==> src/sv/bpms_pkg.sv <==
`timescale 1ns / 1ps

package bpms_pkg;

    // Configuration register indexes.
    localparam logic [1:0] CFG_DEBOUNCE   = 2'd0;
    localparam logic [1:0] CFG_SHORT_MAX  = 2'd1;
    localparam logic [1:0] CFG_LONG_MIN   = 2'd2;
    localparam logic [1:0] CFG_MAX_MODE   = 2'd3;

    localparam int CFG_INDEX_W = 2;
    localparam int CFG_DATA_W  = 16;

    // Reset values of the configuration and of the mode.
    localparam logic [15:0] DEBOUNCE_RESET  = 16'd50;
    localparam logic [15:0] SHORT_MAX_RESET = 16'd500;
    localparam logic [15:0] LONG_MIN_RESET  = 16'd1000;
    localparam logic [3:0]  MAX_MODE_RESET  = 4'd8;
    localparam logic [3:0]  MODE_RESET      = 4'd1;

    // Depth of the queue between the front and the back.
    localparam int QUEUE_DEPTH = 2;
    localparam int QUEUE_PTR_W = 1;

    localparam int NUM_BUTTONS = 2;

    typedef struct packed {
        logic [31:0] now_ms;
        logic        level_one;
        logic        level_two;
        logic        start_select;
        logic [3:0]  current_mode;
    } t_in;

    typedef struct packed {
        logic        selecting;
        logic [3:0]  selected_mode;
        logic        confirmed;
        logic        held_one;
        logic        held_two;
        logic        released_two;
        logic [31:0] duration_two;
    } t_out;

    // Poll after classification: time already reduced to the counter width,
    // pin levels turned into active-high press requests.
    typedef struct packed {
        logic [31:0]            now_ms;
        logic [NUM_BUTTONS-1:0] press_req;
        logic                   start_select;
        logic [3:0]             load_mode;
    } t_poll;

    typedef struct packed {
        logic [15:0] debounce_ms;
        logic [15:0] short_press_max_ms;
        logic [15:0] long_press_min_ms;
        logic [3:0]  max_mode;
    } t_cfg;

endpackage

==> src/sv/bpms_front.sv <==
`timescale 1ns / 1ps

module bpms_front #(
    parameter int TIME_BITS = 32
) (
    input  logic           i_clk,
    input  logic           i_rst_n,
    input  logic           i_valid,
    output logic           o_ready,
    input  bpms_pkg::t_in  i_item,
    output logic           o_valid,
    input  logic           i_ready,
    output bpms_pkg::t_poll o_poll
);
    import bpms_pkg::*;

    localparam logic [31:0] TIME_MASK = 32'((64'd1 << TIME_BITS) - 64'd1);

    logic  r_valid;
    t_poll r_poll;
    t_poll n_poll;

    assign o_ready = !r_valid || i_ready;
    assign o_valid = r_valid;
    assign o_poll  = r_poll;

    always_comb begin
        n_poll.now_ms       = i_item.now_ms & TIME_MASK;
        n_poll.press_req    = {!i_item.level_two, !i_item.level_one};
        n_poll.start_select = i_item.start_select;
        n_poll.load_mode    = i_item.current_mode;
    end

    always_ff @(posedge i_clk) begin
        if (!i_rst_n) begin
            r_valid <= 1'b0;
        end else if (o_ready) begin
            r_valid <= i_valid;
        end
    end

    always_ff @(posedge i_clk) begin
        if (i_valid && o_ready) begin
            r_poll <= n_poll;
        end
    end

endmodule

==> src/sv/bpms_queue.sv <==
`timescale 1ns / 1ps

module bpms_queue (
    input  logic            i_clk,
    input  logic            i_rst_n,
    input  logic            i_valid,
    output logic            o_ready,
    input  bpms_pkg::t_poll i_poll,
    output logic            o_valid,
    input  logic            i_ready,
    output bpms_pkg::t_poll o_poll
);
    import bpms_pkg::*;

    t_poll                  r_mem [QUEUE_DEPTH];
    logic [QUEUE_PTR_W-1:0] r_wr_ptr;
    logic [QUEUE_PTR_W-1:0] r_rd_ptr;
    logic [QUEUE_PTR_W:0]   r_count;
    logic                   push;
    logic                   pop;

    assign o_ready = (r_count != (QUEUE_PTR_W+1)'(QUEUE_DEPTH));
    assign o_valid = (r_count != '0);
    assign o_poll  = r_mem[r_rd_ptr];
    assign push    = i_valid && o_ready;
    assign pop     = o_valid && i_ready;

    always_ff @(posedge i_clk) begin
        if (!i_rst_n) begin
            r_wr_ptr <= '0;
            r_rd_ptr <= '0;
            r_count  <= '0;
        end else begin
            if (push) begin
                r_wr_ptr <= r_wr_ptr + 1'b1;
            end
            if (pop) begin
                r_rd_ptr <= r_rd_ptr + 1'b1;
            end
            if (push && !pop) begin
                r_count <= r_count + 1'b1;
            end else if (pop && !push) begin
                r_count <= r_count - 1'b1;
            end
        end
    end

    always_ff @(posedge i_clk) begin
        if (push) begin
            r_mem[r_wr_ptr] <= i_poll;
        end
    end

endmodule

==> src/sv/bpms_back.sv <==
`timescale 1ns / 1ps

module bpms_back #(
    parameter int TIME_BITS = 32
) (
    input  logic            i_clk,
    input  logic            i_rst_n,
    input  bpms_pkg::t_cfg  i_cfg,
    input  logic            i_valid,
    output logic            o_ready,
    input  bpms_pkg::t_poll i_poll,
    output logic            o_valid,
    input  logic            i_ready,
    output bpms_pkg::t_out  o_item
);
    import bpms_pkg::*;

    logic [NUM_BUTTONS-1:0] r_pressed;
    logic [NUM_BUTTONS-1:0] r_released;
    logic [TIME_BITS-1:0]   r_start [NUM_BUTTONS];
    logic [TIME_BITS-1:0]   r_dur   [NUM_BUTTONS];
    logic [3:0]             r_mode;
    logic                   r_select;
    logic                   r_out_valid;
    t_out                   r_out;

    logic [NUM_BUTTONS-1:0] n_pressed;
    logic [NUM_BUTTONS-1:0] n_released;
    logic [TIME_BITS-1:0]   n_start [NUM_BUTTONS];
    logic [TIME_BITS-1:0]   n_dur   [NUM_BUTTONS];
    logic [3:0]             n_mode;
    logic                   n_select;
    logic                   n_confirmed;
    logic [TIME_BITS-1:0]   now_t;
    logic [TIME_BITS-1:0]   since [NUM_BUTTONS];
    logic                   pop;

    assign o_ready = !r_out_valid || i_ready;
    assign pop     = i_valid && o_ready;
    assign o_valid = r_out_valid;
    assign o_item  = r_out;
    assign now_t   = i_poll.now_ms[TIME_BITS-1:0];

    always_comb begin
        n_pressed   = r_pressed;
        n_released  = r_released;
        n_mode      = r_mode;
        n_select    = r_select;
        n_confirmed = 1'b0;
        for (int b = 0; b < NUM_BUTTONS; b++) begin
            n_start[b] = r_start[b];
            n_dur[b]   = r_dur[b];
            since[b]   = now_t - r_start[b];
        end

        // A new selection reloads the mode and drops pending releases.
        if (i_poll.start_select) begin
            n_select   = 1'b1;
            n_mode     = i_poll.load_mode;
            n_released = '0;
        end

        for (int b = 0; b < NUM_BUTTONS; b++) begin
            if (i_poll.press_req[b] && !r_pressed[b]) begin
                if (since[b] > TIME_BITS'(i_cfg.debounce_ms)) begin
                    n_pressed[b]  = 1'b1;
                    n_released[b] = 1'b0;
                    n_start[b]    = now_t;
                end
            end else if (!i_poll.press_req[b] && r_pressed[b]) begin
                n_dur[b]      = since[b];
                n_pressed[b]  = 1'b0;
                n_released[b] = 1'b1;
            end
        end

        // Short press is tested first and consumes the release, so a
        // duration that is both short and long only advances the mode.
        if (n_select) begin
            if (n_released[0] && (n_dur[0] < TIME_BITS'(i_cfg.short_press_max_ms))) begin
                n_mode        = (n_mode >= i_cfg.max_mode) ? 4'd0 : n_mode + 4'd1;
                n_released[0] = 1'b0;
            end
            if (n_released[0] && (n_dur[0] >= TIME_BITS'(i_cfg.long_press_min_ms))) begin
                n_released[0] = 1'b0;
                n_select      = 1'b0;
                n_confirmed   = 1'b1;
            end
        end
    end

    always_ff @(posedge i_clk) begin
        if (!i_rst_n) begin
            r_pressed   <= '0;
            r_released  <= '0;
            r_mode      <= MODE_RESET;
            r_select    <= 1'b0;
            r_out_valid <= 1'b0;
            for (int b = 0; b < NUM_BUTTONS; b++) begin
                r_start[b] <= '0;
                r_dur[b]   <= '0;
            end
        end else begin
            if (pop) begin
                r_pressed  <= n_pressed;
                r_released <= n_released;
                r_mode     <= n_mode;
                r_select   <= n_select;
                for (int b = 0; b < NUM_BUTTONS; b++) begin
                    r_start[b] <= n_start[b];
                    r_dur[b]   <= n_dur[b];
                end
            end
            if (o_ready) begin
                r_out_valid <= i_valid;
            end
        end
    end

    always_ff @(posedge i_clk) begin
        if (pop) begin
            r_out.selecting     <= n_select;
            r_out.selected_mode <= n_mode;
            r_out.confirmed     <= n_confirmed;
            r_out.held_one      <= n_pressed[0];
            r_out.held_two      <= n_pressed[1];
            r_out.released_two  <= n_released[1];
            r_out.duration_two  <= 32'(n_dur[1]);
        end
    end

endmodule

==> src/sv/button_press_mode_selector_core.sv <==
`timescale 1ns / 1ps

// Channel   Direction  Handshake                   Payload
// -------   ---------  --------------------------  ---------------------------------
// in        input      i_in_valid / o_in_ready     i_in  (bpms_pkg::t_in, one poll)
// out       output     o_out_valid / i_out_ready   o_out (bpms_pkg::t_out, one result)
// cfg       input      i_cfg_we (no wait)          i_cfg_index, i_cfg_data
//
// One result item leaves for every poll item, and a new poll can be taken every cycle
// while the output is not stalled. A result passes through the front register, the
// two-entry queue and the output register of the back end, in that order.
// The rate is set by the back end, whose state update handles one poll per cycle while
// its output is not stalled. Reset is synchronous and active low; it empties every
// stage and loads the default configuration. A stalled output holds its result, the
// back end stops, and the queue and front register absorb up to three more polls
// before o_in_ready falls.

module button_press_mode_selector_core #(
    parameter int TIME_BITS = 32
) (
    input  logic                                   i_clk,
    input  logic                                   i_rst_n,
    input  logic                                   i_in_valid,
    output logic                                   o_in_ready,
    input  bpms_pkg::t_in                          i_in,
    output logic                                   o_out_valid,
    input  logic                                   i_out_ready,
    output bpms_pkg::t_out                         o_out,
    input  logic                                   i_cfg_we,
    input  logic [bpms_pkg::CFG_INDEX_W-1:0]       i_cfg_index,
    input  logic [bpms_pkg::CFG_DATA_W-1:0]        i_cfg_data
);
    import bpms_pkg::*;

    // Configuration registers. The user must change them only while the block is idle; the
    // block does not enforce this, and the back end reads them directly without any shadow copy.
    t_cfg  r_cfg;

    logic  front_valid;
    logic  front_ready;
    t_poll front_poll;
    logic  queue_valid;
    logic  queue_ready;
    t_poll queue_poll;

    always_ff @(posedge i_clk) begin
        if (!i_rst_n) begin
            r_cfg.debounce_ms        <= DEBOUNCE_RESET;
            r_cfg.short_press_max_ms <= SHORT_MAX_RESET;
            r_cfg.long_press_min_ms  <= LONG_MIN_RESET;
            r_cfg.max_mode           <= MAX_MODE_RESET;
        end else if (i_cfg_we) begin
            unique case (i_cfg_index)
                CFG_DEBOUNCE:  r_cfg.debounce_ms        <= i_cfg_data;
                CFG_SHORT_MAX: r_cfg.short_press_max_ms <= i_cfg_data;
                CFG_LONG_MIN:  r_cfg.long_press_min_ms  <= i_cfg_data;
                CFG_MAX_MODE:  r_cfg.max_mode           <= i_cfg_data[3:0];
                default:       r_cfg                    <= r_cfg;
            endcase
        end
    end

    // The front end reduces the timestamp to the counter width and turns the
    // active-low pin levels into press requests.
    bpms_front #(
        .TIME_BITS (TIME_BITS)
    ) u_front (
        .i_clk   (i_clk),
        .i_rst_n (i_rst_n),
        .i_valid (i_in_valid),
        .o_ready (o_in_ready),
        .i_item  (i_in),
        .o_valid (front_valid),
        .i_ready (front_ready),
        .o_poll  (front_poll)
    );

    // A short queue lets the front keep taking polls while the output is stalled.
    bpms_queue u_queue (
        .i_clk   (i_clk),
        .i_rst_n (i_rst_n),
        .i_valid (front_valid),
        .o_ready (front_ready),
        .i_poll  (front_poll),
        .o_valid (queue_valid),
        .i_ready (queue_ready),
        .o_poll  (queue_poll)
    );

    // The back end holds the button and selection state, applies one poll per
    // cycle while its output is not stalled, and registers the result.
    bpms_back #(
        .TIME_BITS (TIME_BITS)
    ) u_back (
        .i_clk   (i_clk),
        .i_rst_n (i_rst_n),
        .i_cfg   (r_cfg),
        .i_valid (queue_valid),
        .o_ready (queue_ready),
        .i_poll  (queue_poll),
        .o_valid (o_out_valid),
        .i_ready (i_out_ready),
        .o_item  (o_out)
    );

endmodule
==> config.mk <==
export PLATFORM = sky130hd
export DESIGN_NAME = button_press_mode_selector_core
export DESIGN_NICKNAME = d
export VERILOG_FILES = /design/src/sv/bpms_pkg.sv /design/src/sv/bpms_front.sv /design/src/sv/bpms_queue.sv /design/src/sv/bpms_back.sv /design/src/sv/button_press_mode_selector_core.sv
export SDC_FILE = /design/constraint.sdc
export NUM_CORES = 1
export LEC_CHECK = 0
export BUFFER_PORTS_ARGS = -buffer_cell sky130_fd_sc_hd__buf_2
export CAP_MARGIN = 0
export CORE_MARGIN = 2
export CORE_UTILIZATION = 55
export CTS_CLUSTER_SIZE = 24
export DETAILED_ROUTE_END_ITERATION = 12
export GPL_TIMING_DRIVEN = 0
export PLACE_DENSITY = 0.77
export SKIP_CTS_REPAIR_TIMING = 1
export SYNTH_ARGS = -nofsm -noshare
export SYNTH_HDL_FRONTEND = slang
export SYNTH_SLANG_ARGS = --single-unit
==> constraint.sdc <==
create_clock -name i_clk -period 6.4 [get_ports i_clk]
set_input_delay 0.32 -clock i_clk [delete_from_list [all_inputs] [get_ports i_clk]]
set_output_delay 0.32 -clock i_clk [all_outputs]
set_load 0.005 [all_outputs]
==> summary.txt <==
Status
  – Status: finished clean

Pwr
  – Clk pwr share: 19.0%
  – Logic pwr share: 50.5%
  – Sequential power share: 30.5%
  – Maximum VDD drop: 0.2744 mV
  – PD cells: 490.9 mW/mm^2
  – Switching pwr: 0.004506 W
  – Sw Share: 41.76%
  – P_leak: 8.807 nW
  – Internal: 0.006283 W

Logic synthesis
  – Synth top area cells: edfxtp_1 (45%), ha_1 (8.7%), dfxtp_1 (7.1%)
  – Ys flop type: edfxtp_1
  – Yosys top cell area share: 44.86%
  – Synth cell count leaders: edfxtp_1 (286), nand2_1 (230), a21oi_1 (138), inv_1 (136), ha_1 (133)
  – Cells after Synth: 1788
  – Total of warnings raised by yosys: 0
  – Yosys reg bits: 354
  – Sequential fraction of the synthesis area: 51.97%
  – Post-Syn Nets: 1985
  – Avg Cell Area, Syn: 10.71 sq um
  – Synth async-reset ratio: 0%
  – Count leader, synth: edfxtp_1
  – Number of synthesized flops with an enable pin: 286
  – Synth cell types: 86
  – Mapped cell area: 0.01915 sq mm
  – Synth area leader: edfxtp_1

Timing
  – Final Skew: 0.01716 ns
  – Final worst path period share: 96.87%
  – RSZ-0062 raised after global routing: no
  – Worst slew pin tran: 1.265 ns
  – Slew headroom: 15.47%
  – Maximum clock frequency: 0.1613 GHz
  – Fin. max-slew vios: 0
  – TNS Setup: 0 ns
  – Final setup viols: 0
  – Period minus WS final: 6.200 ns
  – Final Hold Fails: 0

Floorplan
  – I/O pins: 105
  – Die W: 190.6 microns
  – FP Rows: 68
  – Die area: 0.03632 sq mm
  – Initial Utilization: 55.70%
  – Die Span Y: 190.6 microns
  – CORE AREA: 0.03437 sq mm

Route
  – WL final: 48.51 mm
  – Drt wl/cell: 19.72 microns
  – DR iter-0 viols: 1272
  – DR vias: 14337
  – Drt drc: 0
  – Vias per std cell: 5.828
  – Drt first pass iters: 5
  – Post-route ant nets: 0

GRT
  – Largest net degree at the start of global routing: 66
  – Number of global-route vias before repair: 13446
  – Gr ovfl total: 0
  – Initial antenna violation count: 0
  – First-pass GRT wire length: 73.66 mm
  – Total GRT Usage: 26.35%

Layout
  – Fin nets: 2174
  – Design Area, Final: 0.02198 sq mm
  – FF/Latch Area: 0.009950 sq mm
  – Antenna diode count: 0
  – Area taken by multi-input logic gates: 0.008487 sq mm
  – Layout Cells excl Fill: 2460
  – Share of layout cells above drive strength 1: 14.11%
  – P&R area growth vs syn: 14.80%
  – # fillers: 2743

Clock network
  – Max clock buf depth: 3
  – CTS root buffer: clkbuf_16
  – CTS tree: done
  – Number of CTS-inserted buffers: 38
  – H-tree Lvls: 2
  – Clock transition at path regs: 0.06 ns
  – Clock sink count: 354
  – Clk_lat worst skew: 0.55 ns

Critical path
  – CP required: 6.81 ns
  – FF-to-FF setup slack: 0.20 ns
  – Reg2reg path depth: 22
  – Startpoint types: flip-flop
  – Crit path kind: flip-flop to flip-flop
  – Worst r2r dst: u_back.o_item[39]$_DFFE_PP_
  – Crit Path Max Fanout: 10
  – Arrival @ worst endpoint: 6.61 ns
  – CP Capture Type: flip-flop

Hold path
  – Hold path startpoint: i_in[6]
  – Worst min path class: primary input to flip-flop
  – Cells on Worst Hold Path: 2
  – Hold worst-path end: u_front.o_poll[5]$_DFFE_PP_

Place
  – Dpl cells: 2350
  – Placed Area: 0.02036 sq mm
  – Buffers on Ports: 103
  – Final GP Congestion: 0.9327
  – Dpl hpwl: 37.02 mm

Job
  – Maxcap violations: 0
-- power by group through the flow --
stage / logic [W] / clock network [W] / registers, W
after floorplan: 0.00362 / 0 / 0.00332
after global placement: 0.00505 / 0 / 0.00335
after detailed placement: 0.00523 / 0 / 0.00334
after CTS: 0.00528 / 0.00207 / 0.00329
after global routing: 0.00595 / 0.00216 / 0.00333
final: 0.00545 / 0.00205 / 0.00329
-- flip-flops by register name, summed over array words and instances (netlist names), named ones only --
| signal | cells |
|---|---|
| u_back.o_valid | 1 |
| u_back.r_released | 2 |
| u_back.r_start | 64 |
| u_queue.r_rd_ptr | 1 |
| u_back.r_mode | 4 |
| r_cfg | 52 |
| u_front.o_poll | 39 |
| u_queue.r_count | 2 |
| u_back.r_select | 1 |
| u_back.r_pressed | 2 |
| u_back.r_dur | 64 |
| u_front.o_valid | 1 |
| u_queue.r_mem | 78 |
| u_queue.r_wr_ptr | 1 |
| u_back.o_item | 41 |
-- worst max path at each step --
stage                    from                             endpoint  slack, ns  depth (start not counted)
finish              flip-flop          u_back.o_item[39]$_DFFE_PP_       0.20                         22
detailed placement  flip-flop  u_back.r_start[0][54]$_SDFFCE_PN0P_      -0.63                         23
floorplan           flip-flop   u_back.r_start[0][0]$_SDFFCE_PN0P_       0.32                         23
global route        flip-flop  u_back.r_start[0][53]$_SDFFCE_PN0P_       0.02                         21
global placement    flip-flop  u_back.r_start[0][22]$_SDFFCE_PN0P_      -1.83                         23
CTS                 flip-flop  u_back.r_start[0][53]$_SDFFCE_PN0P_      -0.66                         23
-- critical path: stages, from the launching register on --
cell and delay (ns):
dfxtp_1 0.37, buf_4 0.24, clkbuf_2 0.35, mux2_2 0.43
ha_1 0.40, o211ai_1 0.11, a21oi_1 0.37, o21ai_1 0.30
nand3_1 0.16, a21oi_1 0.11, xnor2_2 0.30, ha_1 0.32
and4_1 0.24, a21oi_1 0.18, o2111ai_1 0.13, a211oi_1 0.28
a21oi_1 0.14, a221oi_2 0.23, nand4_2 0.23, o21ai_4 0.26
nand4_2 0.18, or4_1 0.59, nand3_1 0.12
-- per-stage QoR --
step,hold slack (ns),utilization [%],setup WS (ns),total power (W)
after floorplan,0.4189,-,0.3220,0.006947
after global placement,0.4230,58.86,-1.832,0.008395
after detailed placement,0.4298,59.22,-0.6302,0.008571
after CTS,-0.06928,62.53,-0.6635,0.01064
after global routing,0.02542,63.95,0.01701,0.01145
final,0.01303,63.95,0.2002,0.01079
-- layout make-up --
class                   count  share of cell area (%)
plain buffers              70                   1.383
clock buffers              46                   4.508
clock inverters            22                  0.6660
inverters                 137                   2.340
multi-input cells        1227                   38.61
flip-flops and latches    354                   45.27
well taps                 455                   2.590
repair buffers            149                   4.634
-- cells in the final DEF, fill, tap and decap left out, types with 19 or more instances in the layout --
cell type	Yosys	routed
a21o_1	48	48
a21oi_1	138	138
and3_1	38	37
buf_2	10	112
clkbuf_1	52	56
clkbuf_16	0	38
dfxtp_1	68	68
dlygate4sd3_1	0	37
edfxtp_1	286	286
ha_1	133	133
inv_1	136	136
mux2_2	54	54
nand2_1	230	229
nand3_1	34	33
nand4_1	19	19
nor2_1	88	87
nor2b_1	50	50
nor3_1	23	22
o211ai_1	27	27
o21a_1	19	19
o21ai_0	57	56
xnor2_1	33	30
xor2_1	23	23
-- per-layer routing --
layer | vias to the layer above | share of wire, % | GRT usage, %
met4 | 0 | 2.7 | 7.961
li1 | 6895 | - | -
met5 | - | 0 | 0
met3 | 78 | 7.1 | 4.196
met1 | 6845 | 45 | 37.43
met2 | 519 | 46 | 41.76
-- logic make-up after synthesis --
| kind of cell | after synthesis | share of synthesized area [%] |
|---|---|---|
| simple gates | 556 | 14.10 |
| compound gates | 410 | 14.25 |
| flops | 354 | 51.97 |
| buf+inv | 207 | 4.202 |
| fa+ha+maj | 135 | 8.901 |
| mux | 70 | 4.013 |
| xor+xnor | 56 | 2.562 |
Note: power is estimated with default switching activity, not from simulation.
